File: config.mk
export PLATFORM = sky130hd
export DESIGN_NAME = spi_handshake_transfer_master_unit
export DESIGN_NICKNAME = d
export VERILOG_FILES = /design/src/rtl/spi_hs_pkg.sv /design/src/rtl/spi_hs_cfg.sv /design/src/rtl/spi_hs_seq.sv /design/src/rtl/spi_handshake_transfer_master_unit.sv
export VERILOG_INCLUDE_DIRS = /design/src /design/src/rtl
export SDC_FILE = /design/constraint.sdc
export NUM_CORES = 1
export LEC_CHECK = 0
export BUFFER_PORTS_ARGS = -buffer_cell sky130_fd_sc_hd__buf_2
export CAP_MARGIN = 15
export CELL_PAD_IN_SITES_DETAIL_PLACEMENT = 0
export CELL_PAD_IN_SITES_GLOBAL_PLACEMENT = 2
export CORE_MARGIN = 3
export CORE_UTILIZATION = 36
export DETAILED_ROUTE_END_ITERATION = 12
export PLACE_DENSITY_LB_ADDON = 0.1
export SLEW_MARGIN = 20
export SYNTH_ARGS = -nofsm -noshare
export SYNTH_HDL_FRONTEND = slang
export SYNTH_SLANG_ARGS = --single-unit
File: constraint.sdc
create_clock -name clk -period 7.9 [get_ports clk]
set_clock_uncertainty 0.2 [all_clocks]
set_input_delay 1.185 -clock clk [delete_from_list [all_inputs] [get_ports clk]]
set_output_delay 1.185 -clock clk [all_outputs]
set_load 0.1 [all_outputs]
File: src/rtl/spi_handshake_transfer_master_unit_assert.svh
// assertion macros for the spi handshake transfer master
// used at the end of the top level, expects clk and arst_n in scope
`ifndef SPI_HANDSHAKE_TRANSFER_MASTER_UNIT_ASSERT_SVH
`define SPI_HANDSHAKE_TRANSFER_MASTER_UNIT_ASSERT_SVH

// checked only while out of reset
`define SHTM_ASSERT_RUN(name, prop, msg) \
	name: assert property (@(posedge clk) disable iff (!arst_n) prop) else $error(msg);

// checked on every edge
`define SHTM_ASSERT_ALL(name, prop, msg) \
	name: assert property (@(posedge clk) prop) else $error(msg);

`endif

File: src/rtl/spi_hs_pkg.sv
// package for the spi handshake transfer master: word types, op and phase codes,
// protocol constants; no dependencies
`timescale 1ns / 1ps

package spi_hs_pkg;

	typedef struct packed {
		logic [2:0]  op;
		logic [15:0] length;
		logic        dir_level;
		logic        data_pending;
		logic [7:0]  rx_byte;
		logic [7:0]  payload_byte;
	} spi_hs_in_t;

	typedef struct packed {
		logic        chip_select;
		logic        send_valid;
		logic [7:0]  send_byte;
		logic        payload_request;
		logic        read_valid;
		logic [7:0]  read_byte;
		logic        done_res;
		logic [2:0]  status;
		logic [7:0]  device_code;
		logic [15:0] granted_length;
	} spi_hs_out_t;

	localparam int LIMIT_W = 20;
	localparam int WAIT_W  = LIMIT_W + 1;
	localparam int PADDR_W = 3;
	localparam int PDATA_W = 32;

	localparam logic [LIMIT_W-1:0] LIMIT_RESET = 20'd100;
	localparam logic               REG_TIMEOUT = 1'b0;

	localparam logic [2:0] OP_START_WR = 3'd0;
	localparam logic [2:0] OP_START_RD = 3'd1;
	localparam logic [2:0] OP_TICK     = 3'd2;
	localparam logic [2:0] OP_SPI_BYTE = 3'd3;
	localparam logic [2:0] OP_PAYLOAD  = 3'd4;

	localparam logic [2:0] ST_OK        = 3'd0;
	localparam logic [2:0] ST_TIMEOUT1  = 3'd1;
	localparam logic [2:0] ST_TIMEOUT2  = 3'd2;
	localparam logic [2:0] ST_TIMEOUT3  = 3'd3;
	localparam logic [2:0] ST_NO_ACK    = 3'd4;
	localparam logic [2:0] ST_NOT_READY = 3'd5;
	localparam logic [2:0] ST_BUSY      = 3'd6;

	localparam logic [7:0] TAG_PRE = 8'h55;
	localparam logic [7:0] TAG_WR  = 8'h80;
	localparam logic [7:0] TAG_RD  = 8'h00;
	localparam logic [7:0] TAG_ACK = 8'hBE;
	localparam logic [7:0] TAG_DMY = 8'hFF;

	localparam logic [3:0] PH_IDLE  = 4'd0;
	localparam logic [3:0] PH_WAIT1 = 4'd1;
	localparam logic [3:0] PH_HDR   = 4'd2;
	localparam logic [3:0] PH_WAIT2 = 4'd3;
	localparam logic [3:0] PH_ACK   = 4'd4;
	localparam logic [3:0] PH_STAT  = 4'd5;
	localparam logic [3:0] PH_LENH  = 4'd6;
	localparam logic [3:0] PH_LENL  = 4'd7;
	localparam logic [3:0] PH_RDATA = 4'd8;
	localparam logic [3:0] PH_WAIT3 = 4'd9;
	localparam logic [3:0] PH_WREQ  = 4'd10;
	localparam logic [3:0] PH_WSENT = 4'd11;

endpackage

File: src/rtl/spi_hs_cfg.sv
// apb register block holding the direction wait limit
// depends on spi_hs_pkg
`timescale 1ns / 1ps

module spi_hs_cfg (
	input  logic                              clk,
	input  logic                              arst_n,
	input  logic                              psel,
	input  logic                              penable,
	input  logic                              pwrite,
	input  logic [spi_hs_pkg::PADDR_W-1:0]    paddr,
	input  logic [spi_hs_pkg::PDATA_W-1:0]    pwdata,
	output logic [spi_hs_pkg::PDATA_W-1:0]    prdata,
	output logic                              pready,
	output logic [spi_hs_pkg::LIMIT_W-1:0]    timeout_limit
);
	import spi_hs_pkg::*;

	logic [LIMIT_W-1:0] limit_q;
	logic               sel_timeout;

	assign sel_timeout = (paddr[PADDR_W-1] == REG_TIMEOUT);
	assign pready = 1'b1;

	always_ff @(posedge clk or negedge arst_n) begin
		if (!arst_n) begin
			limit_q <= LIMIT_RESET;
		end else if (psel && penable && pwrite && pready && sel_timeout) begin
			limit_q <= pwdata[LIMIT_W-1:0];
		end
	end

	always_comb begin
		prdata = '0;
		if (sel_timeout) begin
			prdata = {{(PDATA_W-LIMIT_W){1'b0}}, limit_q};
		end
	end

	assign timeout_limit = limit_q;

endmodule

File: src/rtl/spi_hs_seq.sv
// transfer sequencer: phase state, counters and the per-word result logic
// depends on spi_hs_pkg
`timescale 1ns / 1ps

module spi_hs_seq (
	input  logic                           clk,
	input  logic                           arst_n,
	input  logic                           fire,
	input  spi_hs_pkg::spi_hs_in_t         item,
	input  logic [spi_hs_pkg::LIMIT_W-1:0] timeout_limit,
	output logic                           res_ok,
	output spi_hs_pkg::spi_hs_out_t        res
);
	import spi_hs_pkg::*;

	logic [3:0]        phase_q, phase_d;
	logic              is_read_q, is_read_d;
	logic [1:0]        hdr_q, hdr_d;
	logic [15:0]       req_len_q, req_len_d;
	logic [15:0]       grant_q, grant_d;
	logic [15:0]       count_q, count_d;
	logic [WAIT_W-1:0] wait_q, wait_d;

	logic              cs_now;
	logic              wait_over;
	logic [15:0]       count_inc;
	logic [15:0]       grant_full;
	logic [WAIT_W-1:0] wait_inc;

	function automatic logic [7:0] header_byte(input logic [1:0] idx, input logic rd,
		input logic [15:0] len);
		logic [7:0] b;
		case (idx)
			2'd0: b = TAG_PRE;
			2'd1: b = rd ? TAG_RD : TAG_WR;
			2'd2: b = len[15:8];
			default: b = len[7:0];
		endcase
		return b;
	endfunction

	function automatic logic cs_active(input logic [3:0] ph);
		return (ph == PH_HDR) || (ph == PH_ACK) || (ph == PH_STAT) || (ph == PH_LENH) ||
			(ph == PH_LENL) || (ph == PH_RDATA) || (ph == PH_WREQ) || (ph == PH_WSENT);
	endfunction

	assign cs_now     = cs_active(phase_q);
	assign wait_over  = (wait_q > {1'b0, timeout_limit});
	assign count_inc  = count_q + 16'd1;
	assign grant_full = {grant_q[15:8], item.rx_byte};
	assign wait_inc   = wait_q + WAIT_W'(1);

	always_comb begin
		phase_d   = phase_q;
		is_read_d = is_read_q;
		hdr_d     = hdr_q;
		req_len_d = req_len_q;
		grant_d   = grant_q;
		count_d   = count_q;
		wait_d    = wait_q;
		res_ok    = 1'b0;
		res       = '0;
		res.chip_select = cs_now;

		case (item.op)
			OP_START_WR, OP_START_RD: begin
				res_ok = 1'b0;
				if (phase_q != PH_IDLE) begin
					res_ok = 1'b1;
					res.done_res = 1'b1;
					res.status = ST_BUSY;
				end else begin
					is_read_d = (item.op == OP_START_RD);
					req_len_d = item.length;
					grant_d   = '0;
					count_d   = '0;
					hdr_d     = '0;
					wait_d    = '0;
					if ((item.op == OP_START_RD) && !item.data_pending) begin
						res_ok = 1'b1;
						res.done_res = 1'b1;
						res.status = ST_OK;
					end else begin
						phase_d = PH_WAIT1;
					end
				end
			end
			OP_TICK: begin
				case (phase_q)
					PH_WAIT1: begin
						if (!item.dir_level) begin
							if (wait_over) begin
								res_ok = 1'b1;
								phase_d = PH_IDLE;
								res.chip_select = 1'b0;
								res.done_res = 1'b1;
								res.status = ST_TIMEOUT1;
							end else begin
								wait_d = wait_inc;
							end
						end else begin
							res_ok = 1'b1;
							phase_d = PH_HDR;
							hdr_d = '0;
							res.chip_select = 1'b1;
							res.send_valid = 1'b1;
							res.send_byte = TAG_PRE;
						end
					end
					PH_WAIT2: begin
						if (item.dir_level) begin
							if (wait_over) begin
								res_ok = 1'b1;
								phase_d = PH_IDLE;
								res.chip_select = 1'b0;
								res.done_res = 1'b1;
								res.status = ST_TIMEOUT2;
							end else begin
								wait_d = wait_inc;
							end
						end else begin
							res_ok = 1'b1;
							phase_d = PH_ACK;
							res.chip_select = 1'b1;
							res.send_valid = 1'b1;
							res.send_byte = TAG_DMY;
						end
					end
					PH_WAIT3: begin
						if (!item.dir_level) begin
							if (wait_over) begin
								res_ok = 1'b1;
								phase_d = PH_IDLE;
								res.chip_select = 1'b0;
								res.done_res = 1'b1;
								res.status = ST_TIMEOUT3;
							end else begin
								wait_d = wait_inc;
							end
						end else if (grant_q == '0) begin
							res_ok = 1'b1;
							phase_d = PH_IDLE;
							res.chip_select = 1'b0;
							res.done_res = 1'b1;
						end else begin
							res_ok = 1'b1;
							phase_d = PH_WREQ;
							count_d = '0;
							res.chip_select = 1'b1;
							res.payload_request = 1'b1;
						end
					end
					default: begin
						res_ok = 1'b0;
					end
				endcase
			end
			OP_SPI_BYTE: begin
				case (phase_q)
					PH_HDR: begin
						res_ok = 1'b1;
						if (hdr_q != 2'd3) begin
							hdr_d = hdr_q + 2'd1;
							res.send_valid = 1'b1;
							res.send_byte = header_byte(hdr_q + 2'd1, is_read_q, req_len_q);
						end else begin
							hdr_d = '0;
							phase_d = PH_WAIT2;
							wait_d = '0;
							res.chip_select = 1'b0;
						end
					end
					PH_ACK: begin
						res_ok = 1'b1;
						if (item.rx_byte != TAG_ACK) begin
							phase_d = PH_IDLE;
							res.chip_select = 1'b0;
							res.done_res = 1'b1;
							res.status = ST_NO_ACK;
						end else begin
							phase_d = PH_STAT;
							res.send_valid = 1'b1;
							res.send_byte = TAG_DMY;
						end
					end
					PH_STAT: begin
						res_ok = 1'b1;
						if (item.rx_byte != 8'd0) begin
							phase_d = PH_IDLE;
							res.chip_select = 1'b0;
							res.done_res = 1'b1;
							res.status = ST_NOT_READY;
							res.device_code = item.rx_byte;
						end else begin
							phase_d = PH_LENH;
							res.send_valid = 1'b1;
							res.send_byte = TAG_DMY;
						end
					end
					PH_LENH: begin
						res_ok = 1'b1;
						grant_d = {item.rx_byte, 8'd0};
						phase_d = PH_LENL;
						res.send_valid = 1'b1;
						res.send_byte = TAG_DMY;
					end
					PH_LENL: begin
						res_ok = 1'b1;
						grant_d = grant_full;
						count_d = '0;
						if (is_read_q) begin
							if (grant_full == '0) begin
								phase_d = PH_IDLE;
								res.chip_select = 1'b0;
								res.done_res = 1'b1;
							end else begin
								phase_d = PH_RDATA;
								res.send_valid = 1'b1;
								res.send_byte = TAG_DMY;
							end
						end else begin
							phase_d = PH_WAIT3;
							wait_d = '0;
							res.chip_select = 1'b0;
						end
					end
					PH_RDATA: begin
						res_ok = 1'b1;
						count_d = count_inc;
						res.read_valid = 1'b1;
						res.read_byte = item.rx_byte;
						if (count_inc == grant_q) begin
							phase_d = PH_IDLE;
							res.chip_select = 1'b0;
							res.done_res = 1'b1;
							res.granted_length = grant_q;
						end else begin
							res.send_valid = 1'b1;
							res.send_byte = TAG_DMY;
						end
					end
					PH_WSENT: begin
						res_ok = 1'b1;
						count_d = count_inc;
						if (count_inc == grant_q) begin
							phase_d = PH_IDLE;
							res.chip_select = 1'b0;
							res.done_res = 1'b1;
							res.granted_length = grant_q;
						end else begin
							phase_d = PH_WREQ;
							res.payload_request = 1'b1;
						end
					end
					default: begin
						res_ok = 1'b0;
					end
				endcase
			end
			OP_PAYLOAD: begin
				if (phase_q == PH_WREQ) begin
					res_ok = 1'b1;
					phase_d = PH_WSENT;
					res.send_valid = 1'b1;
					res.send_byte = item.payload_byte;
				end
			end
			default: begin
				res_ok = 1'b0;
			end
		endcase
	end

	always_ff @(posedge clk or negedge arst_n) begin
		if (!arst_n) begin
			phase_q   <= PH_IDLE;
			is_read_q <= 1'b0;
			hdr_q     <= '0;
			req_len_q <= '0;
			grant_q   <= '0;
			count_q   <= '0;
			wait_q    <= '0;
		end else if (fire) begin
			phase_q   <= phase_d;
			is_read_q <= is_read_d;
			hdr_q     <= hdr_d;
			req_len_q <= req_len_d;
			grant_q   <= grant_d;
			count_q   <= count_d;
			wait_q    <= wait_d;
		end
	end

endmodule

File: src/rtl/spi_handshake_transfer_master_unit.sv
// top level of the spi handshake transfer master: input register, sequencer,
// result register and apb register block; depends on spi_hs_pkg, spi_hs_cfg, spi_hs_seq
//
// channel  | words             | flow control
// item     | spi_hs_in_t       | item_valid / item_stall
// res      | spi_hs_out_t      | res_valid / res_stall
// apb      | timeout_limit reg | psel / penable, pready tied high
//
// a word is held in the input register and its result in the result register
// one word per cycle while res_stall is low; phase update and one compare set the path
// words that give no result are consumed without touching the result register
// a full result register under res_stall holds the input register and raises item_stall
// reset returns to idle with a wait limit of 100
`timescale 1ns / 1ps

module spi_handshake_transfer_master_unit (
	input  logic                           clk,
	input  logic                           arst_n,
	input  logic                           item_valid,
	output logic                           item_stall,
	input  spi_hs_pkg::spi_hs_in_t         item,
	output logic                           res_valid,
	input  logic                           res_stall,
	output spi_hs_pkg::spi_hs_out_t        res,
	input  logic                           psel,
	input  logic                           penable,
	input  logic                           pwrite,
	input  logic [spi_hs_pkg::PADDR_W-1:0] paddr,
	input  logic [spi_hs_pkg::PDATA_W-1:0] pwdata,
	output logic [spi_hs_pkg::PDATA_W-1:0] prdata,
	output logic                           pready
);
	import spi_hs_pkg::*;

	`include "spi_handshake_transfer_master_unit_assert.svh"

	spi_hs_in_t         item_s1;
	logic               valid_s1;
	spi_hs_out_t        res_q;
	logic               res_valid_q;
	spi_hs_out_t        seq_res;
	logic               seq_ok;
	logic               out_free;
	logic               fire;
	logic [LIMIT_W-1:0] timeout_limit;

	assign out_free   = !res_valid_q || !res_stall;
	assign fire       = valid_s1 && out_free;
	assign item_stall = valid_s1 && !out_free;

	always_ff @(posedge clk or negedge arst_n) begin
		if (!arst_n) begin
			valid_s1 <= 1'b0;
		end else if (item_valid && !item_stall) begin
			valid_s1 <= 1'b1;
		end else if (fire) begin
			valid_s1 <= 1'b0;
		end
	end

	always_ff @(posedge clk) begin
		if (item_valid && !item_stall) begin
			item_s1 <= item;
		end
	end

	spi_hs_cfg u_cfg (
		.clk           (clk),
		.arst_n        (arst_n),
		.psel          (psel),
		.penable       (penable),
		.pwrite        (pwrite),
		.paddr         (paddr),
		.pwdata        (pwdata),
		.prdata        (prdata),
		.pready        (pready),
		.timeout_limit (timeout_limit)
	);

	spi_hs_seq u_seq (
		.clk           (clk),
		.arst_n        (arst_n),
		.fire          (fire),
		.item          (item_s1),
		.timeout_limit (timeout_limit),
		.res_ok        (seq_ok),
		.res           (seq_res)
	);

	always_ff @(posedge clk or negedge arst_n) begin
		if (!arst_n) begin
			res_valid_q <= 1'b0;
		end else if (fire && seq_ok) begin
			res_valid_q <= 1'b1;
		end else if (!res_stall) begin
			res_valid_q <= 1'b0;
		end
	end

	always_ff @(posedge clk) begin
		if (fire && seq_ok) begin
			res_q <= seq_res;
		end
	end

	assign res_valid = res_valid_q;
	assign res       = res_q;

	`SHTM_ASSERT_RUN(a_send_not_done, res_valid |-> !(res.send_valid && res.done_res), "send and done in one word")
	`SHTM_ASSERT_RUN(a_req_under_cs, (res_valid && res.payload_request) |-> res.chip_select, "payload request without chip select")
	`SHTM_ASSERT_RUN(a_fail_released, (res_valid && res.done_res && res.status != ST_OK && res.status != ST_BUSY) |-> (!res.chip_select && res.granted_length == '0), "failure left select or length")
	`SHTM_ASSERT_ALL(a_no_stall_empty, item_stall |-> valid_s1, "stall with empty input register")

endmodule

Word level (Yosys, flattened, before mapping)
Cells that the tools add are included.
Widths: inputs -> output; s select.
{"block": "word_totals", "ff_bits": 183, "in_bits": 79}
{"block": "op_classes", "add_sub_neg": 3, "order_cmp": 1, "eq_ne": 42, "mux": 108, "bitwise_logic": 2, "n_reduce_logical": 45}
{"cell": "$mux 21", "n": 6}
{"cell": "$pmux 16 s2", "n": 3}
{"cell": "$mux 9", "n": 10}
{"cell": "$mux 4", "n": 21}
{"cell": "$pmux 21 s2", "n": 2}
{"cell": "$mux 16", "n": 4}
{"cell": "$pmux 21 s3", "n": 1}
{"cell": "$pmux 9 s6", "n": 1}
{"cell": "$pmux 16 s3", "n": 1}
{"cell": "$pmux 4 s3", "n": 3}
{"cell": "$logic_not 16->1", "n": 2}
{"cell": "$mux 1", "n": 31}
{"cell": "$pmux 4 s7", "n": 1}
{"cell": "$pmux 9 s3", "n": 1}
{"cell": "$pmux 8 s3", "n": 1}
{"cell": "$add 21x1->21 const B", "n": 1}
{"cell": "$gt 21x20->1", "n": 1}
{"cell": "$mux 20", "n": 1}
{"cell": "$ne 3x3->1 const B", "n": 6}
{"cell": "$pmux 9 s2", "n": 1}
{"cell": "$reduce_and 9->1", "n": 2}
{"cell": "$add 16x1->16 const B", "n": 1}
{"cell": "$eq 16x16->1", "n": 1}
{"cell": "$eq 4x3->1 const B", "n": 4}
{"cell": "other kinds (45)", "n": 95}

Logic depth before layout (Yosys ltp)
Gate-level depths: netlist of the first run.
{"block": "depth", "word_depth": 12, "depth_mapped": 12, "depth_no_buf": 10}

By module
Synthesis of the first run repeated with hierarchy kept, for this count alone.
{"block": "unflattened", "hier_cells": 966, "hier_area_um2": 9729.3}
{"mod": "spi_hs_seq", "n_inst": 1, "cells_each": 790, "area_per_inst_um2": 5989.5}
{"mod": "spi_handshake_transfer_master_unit", "n_inst": 1, "cells_each": 96, "area_per_inst_um2": 2651.3}
{"mod": "spi_hs_cfg", "n_inst": 1, "cells_each": 80, "area_per_inst_um2": 1088.5}

Least setup slack after synthesis of the first run
No wires, ideal clock.
{"block": "synth_timing", "kind": "register to register", "startpoint": "register u_seq.wait_q[17]", "endpoint": "register res_q, in the netlist res[0] (enable)", "setup_ns": 0.513, "arrival_ns": 5.351, "t_required_ns": 7.187, "slack_ns": 1.836, "stages_incl_launch_ff": 9, "period_less_slack_ns": 6.064, "path_cell_list": "dfrtp_1 > ha_1 > nand4b_1 > nor3_1 > nand4_1 > o2111a_1 > o21ai_0 > a211oi_1 > nor3_1"}
{"block": "synth_via", "elab_chain_cells": 6, "word_cells_on_any_way": 7, "classes_between": "order compare (1); mux (5); reduce/logical (1)"}
{"element": "from (decl)", "line_no": "spi_hs_seq.sv:22", "text": "logic [WAIT_W-1:0] wait_q, wait_d;"}
{"element": "from (signal assigned)", "line_no": "spi_hs_seq.sv:290", "text": "wait_q <= wait_d;"}
{"element": "$gt 21x20->1 (*)", "line_no": "spi_hs_seq.sv:48", "text": "assign wait_over = (wait_q > {1'b0, timeout_limit});"}
{"element": "$mux 1 (*)", "line_no": "spi_hs_seq.sv:92, spi_hs_seq.sv:112, spi_hs_seq.sv:131"}
{"element": "$mux 1, on equally long branches", "line_no": "spi_hs_seq.sv:130, spi_hs_seq.sv:111"}
{"element": "$pmux 1 s2 (*)", "line_no": "spi_hs_seq.sv:89", "text": "case (phase_q)"}
{"element": "$pmux 1 s4 (*)", "line_no": "spi_hs_seq.sv:65", "text": "case (item.op)"}
{"element": "$logic_and 1x1->1 (*)", "line_no": "spi_handshake_transfer_master_unit.sv:101", "text": "if (fire && seq_ok) begin"}
{"element": "to (signal assigned)", "line_no": "spi_handshake_transfer_master_unit.sv:102", "text": "res_q <= seq_res;"}
{"element": "to (decl)", "line_no": "spi_handshake_transfer_master_unit.sv:39", "text": "spi_hs_out_t res_q;"}
Every way passes the cells marked *; elsewhere a longest branch is shown, timed or not.
A chain may end at the register's enable or synchronous reset.

==> impl_metrics.json, run 1 <==
{
  "status": "finished clean",
  "syn-cell-area_sq_mm": 0.00937,
  "cp-end-kind": "flip-flop",
  "synth_cells": 905,
  "fmax_mhz": 247,
  "p_switching_mw": 1.21,
  "drt-initial-drc-count": 426,
  "fin_nets": 1125,
  "synth_mux_area_frac": 0.0480,
  "ys_ff_latch": 183,
  "power_density_mw_per_mm2": 283,
  "grt_pass1_wl_um": 41300,
  "pwr-share-clk": 0.281,
  "final_util": 0.428,
  "finalSetupViolations": 0,
  "io_buffers": 134,
  "fillers": 2496,
  "grt_usage": 0.185,
  "die_w_um": 167,
  "antenna_cells": 0,
  "grt_pass1_vias": 7333,
  "fp.dieArea_sq_mm": 0.0280,
  "gr-total-overflow": 0,
  "htree_levels": 4,
  "via_per_inst": 5.25,
  "rows": 58,
  "multi_input_comb_area_sq_mm": 0.00395,
  "clk_latency_ns": 0.44,
  "ys_async_sr_fraction": 0.536,
  "hp-class": "reg2reg",
  "synth_top_area_share": 0.273,
  "p_seq_frac": 0.425,
  "dp_hpwl_um": 18400,
  "core_sq_mm": 0.0254,
  "wl_um": 25700,
  "place_congestion": 0.865,
  "grt_max_degree": 53,
  "clk_root_buffer_cell": "clkbuf_16",
  "start_util": 0.369,
  "post_cts_buffers": 0,
  "setup_tns_ns": 0,
  "syn_to_final_growth_pct": 16.1,
  "instances_no_fill": 1362,
  "grt_setup_unrepaired": "no",
  "cts_tree": "built",
  "p_sw_frac": 0.392,
  "ir_worst_vdd_mv": 0.111,
  "hold_viol_final": 0,
  "combPwrFrac": 0.293,
  "drive_gt1_frac": 0.221,
  "synthTopCellsByArea": "edfxtp_1 27%, dfrtp_1 25%, mux2_2 4.7%, ha_1 3.6%, o21ai_0 3.4%",
  "leakage_nw": 4.53,
  "yosys_most_used_dff": "dfrtp_1",
  "synth_area_per_cell_sq_um": 10.3,
  "drt_pre_antenna_iters": 5,
  "power_mw": 3.08,
  "routedWlPerCell_um": 18.9,
  "cts_buffer_depth": 2,
  "cts_resized": 0,
  "path_clk_slew_ns": 0.08,
  "yosysUniqueCellTypes": 65,
  "synth-simple-area-share": 0.177,
  "synth-edff-count": 85,
  "cp_data_arrival_time_ns": 4.00,
  "ant_nets": 0,
  "cts.sinks": 183,
  "num_vias": 7153,
  "synth_fa_ha_area_frac": 0.0361,
  "ios": 162,
  "yosysSeqAreaShare": 0.535,
  "dieHeight_um": 167,
  "tightest_slew_ns": 1.02,
  "worstPathMaxFanout": 9,
  "worstPathRequired_ns": 7.85,
  "slew_headroom": 0.320,
  "regArea_sq_mm": 0.00501,
  "critPathKind": "reg2reg",
  "drv_slew": 0,
  "internal_power_mw": 1.87,
  "max_cap_violations": 0,
  "antenna_found_initial": 0,
  "crit_path_start_kind": "flip-flop",
  "postCtsHoldBufs": 0,
  "dpl.cell_count": 1329,
  "ys_warn_count": 0,
  "synthXorXnorAreaFrac": 0.0248,
  "fin_crit_sh": 0.512,
  "synth_top_family_by_area": "simple AND/OR/NAND/NOR gates",
  "drc": 0,
  "synth_top_area_cell": "edfxtp_1",
  "period_minus_slack_ns": 4.04,
  "cts_buffers": 17,
  "synth-compound-area-share": 0.130
}
==> power groups by stage <==
stage	clock network [mW]	registers, mW	logic, mW
2_1_floorplan	0	1.41	0.588
3_3_place_gp	0	1.33	0.904
3_5_place_dp	0	1.33	0.907
4_1_cts	0.893	1.31	0.910
5_1_grt	0.928	1.33	0.987
6_report	0.867	1.31	0.904
==> stage by stage <==
step	hold WS [ns]	cell area, sq um	setup WS [ns]
floorplan	0.255	9410	1.84
global placement	0.257	10300	3.85
detailed placement	0.266	10300	3.81
CTS	0.283	10900	3.85
global route	0.294	10900	3.60
finish	0.279	10900	3.86
==> sequential cells by signal, summed over array words and instances (netlist names) <==
register and cells:
u_seq.is_read_q 1, u_seq.grant_q 16, u_seq.phase_q 4, u_seq.wait_q 21, res_valid 1, item_s1 37
u_seq.count_q 16, valid_s1 1, u_cfg.timeout_limit 20, u_seq.req_len_q 16, res 48, u_seq.hdr_q 2
==> path summary, 6_finish.rpt <==
kind	start	depth (start not counted)	slack [ns]	end
worst max register to register	u_seq.count_q[0]	9	3.86	res[41]
worst max-delay path	u_seq.count_q[0]	9	3.86	res[41]
max in group asynchronous	arst_n	2	5.76	u_seq.grant_q[8]
min in group asynchronous	arst_n	1	0.57	u_cfg.timeout_limit[11]
worst min-delay path	item_s1[18]	1	0.28	u_seq.req_len_q[0]
worst min register to register	item_s1[18]	1	0.28	u_seq.req_len_q[0]
==> cell families (layout without fill, tap and decap cells) <==
group | count (synthesis) | in the layout
mux | 40 | 40
fa+ha+maj | 27 | 27
xor+xnor | 25 | 25
simple gates | 325 | 325
other cells | 2 | 13
buf+inv | 107 | 223
compound gates | 196 | 196
flops | 183 | 183
==> routing by layer <==
metal	vias to the layer above	routed length, um	part of all wire	GRT usage
met3	15	1050	0.041	0.0260
met2	185	12000	0.47	0.300
met5	-	0	0	0
met4	0	240	0.0093	0.0430
li1	3494	-	-	-
met1	3459	12400	0.48	0.265
==> critical path, stage by stage, from the launching register on <==
cell and delay [ns]:
dfrtp_1 0.46, ha_1 0.28, nand3_2 0.24, nor2_1 0.31
nand3_1 0.17, a2111oi_0 0.51, nand4_1 0.17, or3_1 0.61
a211oi_1 0.65, o211ai_1 0.18
==> layout make-up <==
| class | instances | share of cell area |
|---|---|---|
| sequential | 183 | 0.460 |
| timing repair buffer | 140 | 0.0667 |
| clock inverter | 15 | 0.0147 |
| inverter | 51 | 0.0176 |
| multi-input combinational | 626 | 0.363 |
| clock buffer | 17 | 0.0391 |
| tap | 330 | 0.0380 |
==> synthesized netlist by cell type (11+ instances only) <==
cell and n:
edfxtp_1 85, xnor2_1 16, inv_1 51, nor4_1 11
buf_4 13, nand2b_1 13, o21ai_0 64, a21oi_1 45
nor3_1 31, dfrtp_1 95, clkbuf_1 35, nand2_1 67
nand4_1 15, nor2_1 79, or3_1 14, and3_1 11
ha_1 27, mux2_2 39, o31ai_1 16, and2_1 15
nand3_1 34
==> layout by cell type (no fill, tap or decap), types with 15 or more instances in the layout <==
master and instances:
dfrtp_1 95, edfxtp_1 85, a21oi_1 43, nand4_1 15, ha_1 27, o21ai_0 64, xnor2_1 16, clkbuf_16 17
nor2_1 79, inv_1 51, nand3_1 34, o31ai_1 16, nand2_1 67, mux2_2 39, buf_2 133, nor3_1 30
Power figures use the tool's default switching activity.
==> run 2: changes to the inputs <==
--- a/config.mk
+++ b/config.mk
@@ -11,7 +11,7 @@
 export CELL_PAD_IN_SITES_DETAIL_PLACEMENT = 0
 export CELL_PAD_IN_SITES_GLOBAL_PLACEMENT = 2
 export CORE_MARGIN = 3
-export CORE_UTILIZATION = 36
+export CORE_UTILIZATION = 32
 export DETAILED_ROUTE_END_ITERATION = 12
 export PLACE_DENSITY_LB_ADDON = 0.1
 export SLEW_MARGIN = 20
==> constraint.sdc (replaced) <==
create_clock -name clk -period 3.7 [get_ports clk]
set_clock_uncertainty 0.2 [all_clocks]
set_input_delay 0.555 -clock clk [delete_from_list [all_inputs] [get_ports clk]]
set_output_delay 0.555 -clock clk [all_outputs]
set_load 0.1 [all_outputs]
==> run 2 against run 1 <==
Against the previous run:
- first-iteration DRC count increased by 15%
- largest cell class unchanged
- sequential share of layout area down 2.1 points
- largest power group unchanged
- clock power grew 120%
==> impl_metrics.json, run 2 (synthesized netlist as in run 1, its figures left out) <==
{
  "via_per_inst": 4.96,
  "clk_root_buffer_cell": "clkbuf_16",
  "cp-end-kind": "flip-flop",
  "drv_slew": 0,
  "antenna_found_initial": 1,
  "tightest_slew_ns": 0.912,
  "cp_cell_sequence": "nor4_4 > nor3_2 > or3_4 > or4_1 > a21o_1 > or4_1 > a21oi_1",
  "ir_worst_vdd_mv": 0.331,
  "drt_pre_antenna_iters": 5,
  "critPathLaunch": "u_seq.phase_q[0]",
  "slew_headroom": 0.392,
  "final_common_cell": "buf_2",
  "max_cap_violations": 0,
  "p_switching_mw": 2.63,
  "worstPathMaxFanout": 18,
  "dieHeight_um": 177,
  "worstHoldStart": "item[3]",
  "post_cts_buffers": 0,
  "gr-total-overflow": 0,
  "final_area_sq_mm": 0.0114,
  "drc": 0,
  "grt_pass1_vias": 7270,
  "cp_data_arrival_time_ns": 3.58,
  "io_buffers": 134,
  "hold_viol_final": 0,
  "cts.sinks": 183,
  "num_vias": 7284,
  "r2r-start": "u_seq.phase_q[0]",
  "worstPathRequired_ns": 3.88,
  "path_clk_slew_ns": 0.08,
  "crit_path_start_kind": "flip-flop",
  "rows": 62,
  "hp-class": "in2reg",
  "placed_cell_area_sq_mm": 0.0108,
  "finalSetupViolations": 0,
  "rrSetupSlack_ns": 0.29,
  "critical-path-max-stage-delay_ns": 0.68,
  "start_util": 0.325,
  "p_sw_frac": 0.394,
  "dp_slack_ns": 0.145,
  "dp_hpwl_um": 19100,
  "internal_power_mw": 4.05,
  "place_congestion": 0.846,
  "cpLargestDelayFamily": "simple AND/OR/NAND/NOR gates",
  "grt_usage": 0.168,
  "ant_nets": 0,
  "fin_crit_sh": 0.921,
  "fp.dieArea_sq_mm": 0.0314,
  "cts_buffers": 17,
  "setup_tns_ns": 0,
  "combPwrFrac": 0.310,
  "wl_um": 25900,
  "cts_buffer_depth": 2,
  "syn_to_final_growth_pct": 21.6,
  "final_cell_mix": "133 x buf_2, 95 x dfrtp_1, 85 x edfxtp_1, 78 x nor2_1, 67 x nand2_1",
  "core_sq_mm": 0.0288,
  "critPathKind": "reg2reg",
  "grt_pass1_wl_um": 41000,
  "status": "finished clean",
  "fmax_mhz": 293,
  "setup_ws_ns": 0.292,
  "crit_path_top_delay_cell": "or4_1",
  "fin_nets": 1177,
  "crit_buf_inv": 0,
  "routedWlPerCell_um": 17.6,
  "largest_register_ffs": 48,
  "grt_max_degree": 48,
  "p_seq_frac": 0.411,
  "crit_top_cell": "or4_1",
  "drive_gt1_frac": 0.260,
  "cts_tree": "built",
  "period_minus_slack_ns": 3.41,
  "pwr-share-clk": 0.279,
  "clk_latency_ns": 0.45,
  "power_density_mw_per_mm2": 587,
  "grt_setup_unrepaired": "no",
  "die_w_um": 177,
  "ios": 162,
  "drt-initial-drc-count": 488,
  "leakage_nw": 4.81,
  "htree_levels": 4
}
-- run 2: final cells by class --
cell class / instances / area, sq um
Multi-Input combinational cell: 626 / 3970
Fill cell: 2907 / 17400
Sequential cell: 183 / 5010
Antenna cell: 1 / 2.50
Inverter: 51 / 191
Timing Repair Buffer: 192 / 1150
Tap cell: 384 / 480
Clock inverter: 14 / 143
Clock buffer: 18 / 450
-- run 2: stage by stage --
stage / hold WS, ns / power [mW] / utilization / cells
CTS: 0.0545 / 6.77 / 0.395 / 1468
detailed placement: 0.266 / 4.87 / 0.374 / 1435
global placement: 0.261 / 4.87 / 0.374 / 1435
global route: 0.0623 / 7.07 / 0.396 / 1468
finish: 0.0820 / 6.69 / 0.396 / 1469
floorplan: 0.0594 / 4.26 / - / 916
-- run 2: worst register-to-register path: stages (launching register included) --
cell and delay [ns]:
dfrtp_1 0.46, nor4_4 0.43, nor3_2 0.08, or3_4 0.37, or4_1 0.68, a21o_1 0.42, or4_1 0.56, a21oi_1 0.15
-- run 2: what timing repair did --
item | in CTS | in global routing
hold endpoints to repair | 27 | 0
endpoints found under the setup margin | 0 | 8
hold buffers | 1 | 0
resized for setup | 0 | 3
-- run 2: worst paths after layout --
path	to	depth (start not counted)
min	item_s1[3]	1
max in group asynchronous	u_seq.grant_q[8]	3
min in group asynchronous	u_seq.count_q[3]	2
min reg2reg	u_seq.req_len_q[8]	1
max reg2reg	u_seq.wait_q[17]	7
max	u_seq.wait_q[17]	7
-- run 2: power groups by stage --
stage / clock network [mW] / registers, mW / logic (mW)
after global placement: 0 / 2.79 / 2.08
after CTS: 1.93 / 2.75 / 2.09
final: 1.87 / 2.75 / 2.07
after floorplan: 0 / 3.00 / 1.26
after detailed placement: 0 / 2.80 / 2.07
after global routing: 2.01 / 2.79 / 2.27
-- run 2: per-layer routing --
metal | vias up | GRT usage | routed length [um]
met3 | 19 | 0.0343 | 1060
met2 | 156 | 0.267 | 12000
met5 | - | 0 | 7
met1 | 3502 | 0.236 | 12500
met4 | 2 | 0.0419 | 338
li1 | 3605 | - | -
